<file path="src/design/bfra_pkg.sv">
// Package for the best-fit coalescing range allocator.
// Holds request/response structs, action and status codes, FSM states.
// No dependencies.
package bfra_pkg;

  localparam int unsigned TableEntriesDef = 16;
  localparam int unsigned AddrBitsDef     = 48;
  localparam int unsigned FieldBits       = 48;
  localparam int unsigned ShiftBits       = 5;
  localparam logic [ShiftBits-1:0] ShiftReset = 5'd12;
  localparam logic [ShiftBits-1:0] ShiftMin   = 5'd12;
  localparam logic [ShiftBits-1:0] ShiftMax   = 5'd16;

  typedef enum logic [1:0] {
    ACT_ALLOC = 2'd0,
    ACT_FREE  = 2'd1,
    ACT_ADD   = 2'd2,
    ACT_BAD   = 2'd3
  } action_e;

  typedef enum logic [1:0] {
    ST_OK     = 2'd0,
    ST_NOFIT  = 2'd1,
    ST_FULL   = 2'd2,
    ST_BADREQ = 2'd3
  } status_e;

  typedef enum logic [2:0] {
    S_IDLE,
    S_SCAN,
    S_UPDATE,
    S_DONE
  } state_e;

  typedef struct packed {
    logic [1:0]           action;
    logic [FieldBits-1:0] range_start;
    logic [FieldBits-1:0] byte_count;
  } req_t;

  typedef struct packed {
    logic [1:0]           status;
    logic [FieldBits-1:0] grant_start;
    logic [FieldBits-1:0] grant_size;
  } rsp_t;

endpackage

</file>
<file path="src/design/best_fit_coalescing_range_allocator.sv">
// One request at a time: busy is high from S_SCAN through S_DONE, and a new
// request is taken only in S_IDLE. The scan walks one table entry per cycle
// through a single shared compare unit, then passes through S_UPDATE and
// S_DONE, where the done strobe is raised. Results cannot be stalled.
// Reset (async, active low) clears valid bits, page shift to 12; range storage is
// left undefined until written. Depends on bfra_pkg.
module best_fit_coalescing_range_allocator #(
  parameter int unsigned TABLE_ENTRIES = bfra_pkg::TableEntriesDef,
  parameter int unsigned ADDR_BITS     = bfra_pkg::AddrBitsDef
) (
  input  logic                          clk_i,
  input  logic                          rst_ni,
  input  logic                          start,
  output logic                          busy,
  input  bfra_pkg::req_t                req_i,
  output logic                          done_o,
  output bfra_pkg::rsp_t                rsp_o,
  input  logic                          cfg_we_i,
  input  logic [bfra_pkg::ShiftBits-1:0] cfg_wdata_i
);
  localparam int unsigned IdxW = (TABLE_ENTRIES > 1) ? $clog2(TABLE_ENTRIES) : 1;
  localparam int unsigned CntW = $clog2(TABLE_ENTRIES + 1);
  localparam int unsigned FB   = bfra_pkg::FieldBits;
  localparam int unsigned SB   = bfra_pkg::ShiftBits;

  typedef logic [ADDR_BITS-1:0] addr_t;

  // Control
  bfra_pkg::state_e state_q, state_d;
  logic [CntW-1:0]  cnt_q, cnt_d;
  logic [SB-1:0]    shift_q;
  logic [TABLE_ENTRIES-1:0] valid_q, valid_d;

  // Request latch
  logic [1:0] act_q;
  addr_t      start_q, len_q, need_q, end_q;
  logic       big_q;

  // Scan results
  logic       best_ok_q, prev_ok_q, next_ok_q, empty_ok_q;
  logic [IdxW-1:0] best_q, prev_q, next_q, empty_q;
  addr_t      best_s_q, best_l_q, prev_l_q, next_l_q;
  logic [1:0] stat_q;
  addr_t      gs_q, gz_q;
  logic [1:0] stat_w;

  // Storage, one entry each
  addr_t fs_q [TABLE_ENTRIES];
  addr_t fl_q [TABLE_ENTRIES];

  // Write port
  logic      wr_en;
  logic [IdxW-1:0] wr_idx;
  addr_t     wr_s, wr_l;

  // Page rounding of incoming count
  logic [SB-1:0] sh;
  logic [ADDR_BITS:0] pmask, need_w;
  addr_t cnt_in, st_in;
  always_comb begin
    sh = shift_q;
    if (sh < bfra_pkg::ShiftMin) sh = bfra_pkg::ShiftMin;
    if (sh > bfra_pkg::ShiftMax) sh = bfra_pkg::ShiftMax;
    pmask  = ((ADDR_BITS+1)'(1) << sh) - (ADDR_BITS+1)'(1);
    cnt_in = ADDR_BITS'(req_i.byte_count);
    st_in  = ADDR_BITS'(req_i.range_start);
    need_w = ({1'b0, cnt_in} + pmask) & ~pmask;
  end

  assign busy = (state_q != bfra_pkg::S_IDLE);

  // Shared compare unit on the current entry
  logic [IdxW-1:0] ci;
  addr_t ent_s, ent_l, ent_e;
  logic  ent_v, fits, better;
  always_comb begin
    ci    = cnt_q[IdxW-1:0];
    ent_v = valid_q[ci];
    ent_s = fs_q[ci];
    ent_l = fl_q[ci];
    ent_e = ent_s + ent_l;
    fits  = ent_v && (ent_l >= need_q);
    better = !best_ok_q || (ent_l < best_l_q) ||
             ((ent_l == best_l_q) && (ent_s < best_s_q));
  end

  // Sequencer
  always_comb begin
    state_d = state_q;
    cnt_d   = cnt_q;
    valid_d = valid_q;
    wr_en   = 1'b0;
    wr_idx  = '0;
    wr_s    = '0;
    wr_l    = '0;
    unique case (state_q)
      bfra_pkg::S_IDLE: begin
        cnt_d = '0;
        if (start) state_d = bfra_pkg::S_SCAN;
      end
      bfra_pkg::S_SCAN: begin
        cnt_d = cnt_q + CntW'(1);
        if (cnt_q == CntW'(TABLE_ENTRIES - 1)) state_d = bfra_pkg::S_UPDATE;
      end
      bfra_pkg::S_UPDATE: begin
        state_d = bfra_pkg::S_DONE;
        if (stat_w == bfra_pkg::ST_OK) begin
          unique case (act_q)
            bfra_pkg::ACT_ALLOC: begin
              if (!big_q && best_ok_q) begin
                if (best_l_q < (need_q << 1) || need_q[ADDR_BITS-1]) begin
                  valid_d[best_q] = 1'b0;
                end else begin
                  wr_en = 1'b1; wr_idx = best_q;
                  wr_s = best_s_q + need_q; wr_l = best_l_q - need_q;
                end
              end
            end
            bfra_pkg::ACT_FREE: begin
              if (len_q != '0) begin
                if (prev_ok_q && next_ok_q && next_q != prev_q) begin
                  wr_en = 1'b1; wr_idx = prev_q; wr_s = fs_q[prev_q];
                  wr_l = prev_l_q + len_q + next_l_q;
                  valid_d[next_q] = 1'b0;
                end else if (prev_ok_q) begin
                  wr_en = 1'b1; wr_idx = prev_q; wr_s = fs_q[prev_q];
                  wr_l = prev_l_q + len_q;
                end else if (next_ok_q) begin
                  wr_en = 1'b1; wr_idx = next_q; wr_s = start_q;
                  wr_l = next_l_q + len_q;
                end else if (empty_ok_q) begin
                  wr_en = 1'b1; wr_idx = empty_q; wr_s = start_q; wr_l = len_q;
                  valid_d[empty_q] = 1'b1;
                end
              end
            end
            bfra_pkg::ACT_ADD: begin
              if (len_q != '0 && empty_ok_q) begin
                wr_en = 1'b1; wr_idx = empty_q; wr_s = start_q; wr_l = len_q;
                valid_d[empty_q] = 1'b1;
              end
            end
            default: ;
          endcase
        end
      end
      bfra_pkg::S_DONE: state_d = bfra_pkg::S_IDLE;
      default: state_d = bfra_pkg::S_IDLE;
    endcase
  end

  // Final status from scan results
  always_comb begin
    stat_w = bfra_pkg::ST_OK;
    case (act_q)
      bfra_pkg::ACT_ALLOC: begin
        if (len_q == '0) stat_w = bfra_pkg::ST_BADREQ;
        else if (big_q || !best_ok_q) stat_w = bfra_pkg::ST_NOFIT;
      end
      bfra_pkg::ACT_FREE: begin
        if (len_q != '0 && !prev_ok_q && !next_ok_q && !empty_ok_q)
          stat_w = bfra_pkg::ST_FULL;
      end
      bfra_pkg::ACT_ADD: begin
        if (len_q != '0 && !empty_ok_q) stat_w = bfra_pkg::ST_FULL;
      end
      default: stat_w = bfra_pkg::ST_BADREQ;
    endcase
  end

  // Control registers
  always_ff @(posedge clk_i or negedge rst_ni) begin
    if (!rst_ni) begin
      state_q <= bfra_pkg::S_IDLE;
      cnt_q   <= '0;
      valid_q <= '0;
      shift_q <= bfra_pkg::ShiftReset;
    end else begin
      state_q <= state_d;
      cnt_q   <= cnt_d;
      valid_q <= valid_d;
      if (cfg_we_i) shift_q <= cfg_wdata_i;
    end
  end

  // Table write
  always_ff @(posedge clk_i) begin
    if (wr_en) begin
      fs_q[wr_idx] <= wr_s;
      fl_q[wr_idx] <= wr_l;
    end
  end

  // Latch request, scan, finish
  always_ff @(posedge clk_i) begin
    if (state_q == bfra_pkg::S_IDLE && start) begin
      act_q   <= req_i.action;
      start_q <= st_in;
      len_q   <= cnt_in;
      need_q  <= need_w[ADDR_BITS-1:0];
      big_q   <= need_w[ADDR_BITS];
      end_q   <= st_in + cnt_in;
      best_ok_q <= 1'b0; prev_ok_q <= 1'b0; next_ok_q <= 1'b0; empty_ok_q <= 1'b0;
    end
    if (state_q == bfra_pkg::S_SCAN) begin
      if (fits && better) begin
        best_ok_q <= 1'b1; best_q <= ci; best_s_q <= ent_s; best_l_q <= ent_l;
      end
      if (ent_v && !prev_ok_q && ent_e == start_q) begin
        prev_ok_q <= 1'b1; prev_q <= ci; prev_l_q <= ent_l;
      end
      if (ent_v && !next_ok_q && ent_s == end_q) begin
        next_ok_q <= 1'b1; next_q <= ci; next_l_q <= ent_l;
      end
      if (!ent_v && !empty_ok_q) begin
        empty_ok_q <= 1'b1; empty_q <= ci;
      end
    end
    if (state_q == bfra_pkg::S_UPDATE) begin
      stat_q <= stat_w;
      if (stat_w == bfra_pkg::ST_OK && act_q == bfra_pkg::ACT_ALLOC) begin
        gs_q <= best_s_q;
        gz_q <= (best_l_q < (need_q << 1) || need_q[ADDR_BITS-1]) ? best_l_q : need_q;
      end else begin
        gs_q <= '0;
        gz_q <= '0;
      end
    end
  end

  // Result strobe
  assign done_o = (state_q == bfra_pkg::S_DONE);
  always_comb begin
    rsp_o.status      = stat_q;
    rsp_o.grant_start = FB'(gs_q);
    rsp_o.grant_size  = FB'(gz_q);
  end

endmodule

</file>
<file path="config.mk">
export PLATFORM = sky130hd
export DESIGN_NAME = best_fit_coalescing_range_allocator
export DESIGN_NICKNAME = d
export VERILOG_FILES = /design/src/design/bfra_pkg.sv /design/src/design/best_fit_coalescing_range_allocator.sv
export SDC_FILE = /design/constraint.sdc
export NUM_CORES = 2
export LEC_CHECK = 0
export BUFFER_PORTS_ARGS = -buffer_cell sky130_fd_sc_hd__clkbuf_2
export CAP_MARGIN = 25
export CORE_ASPECT_RATIO = 0.9
export CORE_MARGIN = 2
export CORE_UTILIZATION = 64
export CTS_CLUSTER_DIAMETER = 120
export DETAILED_ROUTE_END_ITERATION = 12
export PLACE_DENSITY = 0.81
export RECOVER_POWER = 50
export SYNTH_ARGS = -nofsm -noshare
export SYNTH_HDL_FRONTEND = slang
export SYNTH_SLANG_ARGS = --single-unit
</file>
<file path="constraint.sdc">
create_clock -name clk_i -period 14.1 [get_ports clk_i]
set_input_delay 2.115 -clock clk_i [delete_from_list [all_inputs] [get_ports clk_i]]
set_output_delay 2.115 -clock clk_i [all_outputs]
set_load 0.02 [all_outputs]
</file>
==> results.cfg <==
[logic_synthesis]
synthCells = 7758
syn_area_per_cell_um2 = 14.3
synth_edf_count = 2037
synth_xor_area_share_pct = 3.16
yosysWarnings = 0
async_flop_share_pct = 1.35
synth_fa_ha_area_share_pct = 6.55
synth_top_family_by_area = multiplexers
ys.flop_type = edfxtp_1
netlist_area_mm2 = 0.111
yosysUniqueCellTypes = 106
synth_seq_cells = 2073
synth-simple-area-share_pct = 6.68
ys_seq_area_share_pct = 55.8
muxShareOfSynthArea_pct = 14.8
synth-compound-area-share_pct = 10.9

[detailed_routing]
drt-total-wl_um = 390000
firstDrtPassIters = 10
drc = 0
first_iter_violations = 13400
viasPerCell = 7.52
routed-via-count = 78800
post_drt_wl_per_cell_um = 37.2
ant_nets = 0

[global_route]
first_global_vias = 75800
grt_pass1_wl_um = 548000
grt.total_usage_pct = 43.7
antenna_found_initial = 11
grt-ovfl-total = 0
grt_max_degree = 117

[clock_tree]
post-cts-setup-buffers = 0
cts.sinks = 2073
cts_tree = built
cts_buffers = 201
cts-root-buf = clkbuf_16
holdBufCountCts = 0
clkTransAtPathRegs_ps = 70
insertion_delay_ps = 870
cts_resized = 0
cts_max_level = 4
clockBufferDepth = 3

[cells_and_area]
nFillCells = 11100
drive_gt1_share_pct = 15.3
syn_to_final_growth_pct = 9.49
fin_nets = 8703

[sta]
totalNegativeSetupSlack_ps = 0
fin_skew_ps = 47.8
maxSlewHeadroom_pct = -207
worst_pin_slew_ps = 4610
grt_setup_unrepaired = no
max_freq_mhz = 89.5
final.min_clock_period_ps = 11170
hold_viol = 0
slew_viol_final = 1190
layout_setup_ws_ps = 2930
fin_crit_sh_pct = 79.2
finalSetupViolations = 0

[place]
place_ws_ps = 5490
io_buffer_count = 206
gp_congestion = 1.05
dpl.hpwl_um = 262000

[worst_setup_path]
worstPathArrival_ps = 11620
crit-reg2reg-launch = cnt_q[1]$_DFFE_PN0P_
required_ps = 14550
ff2ff_setup_slack_ps = 2930
cp-start-kind = register
worstRegToRegCells = 17
path_class = reg -> reg
endpoint_kind = register
critPathMaxFanout = 64
worstReg2RegEnd = prev_l_q[4]$_DFFE_PP_

[worst_hold_path]
holdCritPathClass = reg -> reg
min_path_cells = 2
hp-start = cnt_q[4]$_DFFE_PN0P_
whs_endpoint = cnt_q[4]$_DFFE_PN0P_

[power_and_ir_drop]
power.density_mw_per_mm2 = 172
ir_worst_vdd_mv = 0.147
p_leak_nw = 39.8

[outcome]
status = complete, but fails checks
failed_checks = capacitance limit, slew limit

[die]
core-area_mm2 = 0.173
initial_core_util_pct = 64.3
top_level_ports = 207
dieArea_mm2 = 0.177
die_h_um = 400
die_x_um = 444
num_rows = 145

[run]
drv_cap = 37
==> cells by family (layout without fill, tap and decap cells) <==
kind of cell / Yosys count / in the layout
buf+inv: 595 / 993
mux: 758 / 758
other cells: 2 / 45
simple gates: 1530 / 1530
xor+xnor: 402 / 402
compound gates: 1820 / 1820
flops: 2073 / 2073
fa+ha+maj: 578 / 578
==> area by class of cell <==
cell class                      count  area, um2  share of cell area, %
Sequential cell                  2073      62100                   50.9
Multi-Input combinational cell   5126      47200                   38.7
Clock buffer                      227       5210                   4.28
Tap cell                         2278       2850                   2.34
Timing Repair Buffer              373       1980                   1.63
Clock inverter                    150       1630                   1.34
Inverter                          243        913                  0.750
Antenna cell                        7       17.5                 0.0144
==> worst max-delay path, cell delays in order (launching register included) <==
cell and delay (ps):
dfrtp_4 660, clkbuf_1 3240, buf_4 820, mux4_2 390, mux4_2 640, ha_1 480
a21oi_1 360, o21a_1 330, inv_1 60, or4_1 560, o211ai_1 500, a2111oi_0 290
nor2_1 180, and4b_1 200, nor3b_1 180, or4b_1 490, nor4b_2 390, buf_4 800
==> flip-flops by register name, summed over array words and instances, names as in the netlist, 48 cells and up, named ones only <==
name / cells
fl_q: 768
fs_q: 768
best_l_q: 48
best_s_q: 48
end_q: 48
gs_q: 48
gz_q: 48
len_q: 48
need_q: 48
next_l_q: 48
prev_l_q: 48
start_q: 48
==> report_power, final <==
| group | internal (mW) | total [mW] | switching (mW) |
|---|---|---|---|
| registers | 7.18 | 7.50 | 0.325 |
| logic | 2.65 | 7.77 | 5.12 |
| clock network | 3.18 | 5.68 | 2.51 |
| total | 13.0 | 21.0 | 7.95 |
==> metrics by stage <==
step                power, mW  cells  area [um2]  hold WS [ps]  utilization (%)
global placement         15.0  10100      115000           465             66.6
global route             21.5  10500      122000           525             70.4
finish                   21.0  10500      122000           506             70.4
floorplan                12.4   7794      111000           450                -
CTS                      20.7  10400      122000           504             70.6
detailed placement       15.0  10100      115000           484             66.6
==> layer usage <==
metal | vias to the layer above | GRT usage, % | wire [um]
li1 | 31800 | - | -
met2 | 6708 | 65.7 | 172000
met5 | - | 0 | 29
met4 | 6 | 27.9 | 31100
met3 | 1422 | 10.1 | 50200
met1 | 38800 | 58.0 | 136000
==> cell usage in the layout, fill, tap and decap left out, types with 241 or more instances in the layout <==
cell type     n
edfxtp_1   2037
mux4_2      709
ha_1        570
nor2_1      497
a21oi_1     487
nand2_1     326
o21ai_0     301
a21o_1      293
clkbuf_1    276
inv_1       241
==> worst max path at each step <==
stage,start,slack [ps],endpoint,cells after the start
4_1_cts,cnt_q[0]$_DFFE_PN0P_,5390,prev_l_q[11]$_DFFE_PP_,17
3_5_place_dp,cnt_q[0]$_DFFE_PN0P_,5490,prev_l_q[3]$_DFFE_PP_,17
2_1_floorplan,cnt_q[0]$_DFFE_PN0P_,2080,prev_l_q[0]$_DFFE_PP_,23
5_1_grt,cnt_q[0]$_DFFE_PN0P_,2450,prev_l_q[4]$_DFFE_PP_,20
3_3_place_gp,cnt_q[0]$_DFFE_PN0P_,5540,prev_l_q[3]$_DFFE_PP_,20
6_report,cnt_q[1]$_DFFE_PN0P_,2930,prev_l_q[4]$_DFFE_PP_,17
==> cell usage after synthesis, types with 59 or more instances <==
cell      count  area [um2]
a211oi_1     70         526
a21o_1      293        2200
a21oi_1     488        2440
a221oi_1     59         517
clkbuf_1    248         931
edfxtp_1   2037       61200
ha_1        570        7130
inv_1       242         908
mux4_2      709       16000
nand2_1     326        1220
nand2b_1     63         394
nand3_1      79         395
nand4_1     132         826
nor2_1      513        1930
nor2b_1      70         438
nor3_1      100         500
o21a_1       68         510
o21ai_0     299        1500
xnor2_1     232        2030
xor2_1      170        1490
(Power assumes the default switching activity.)
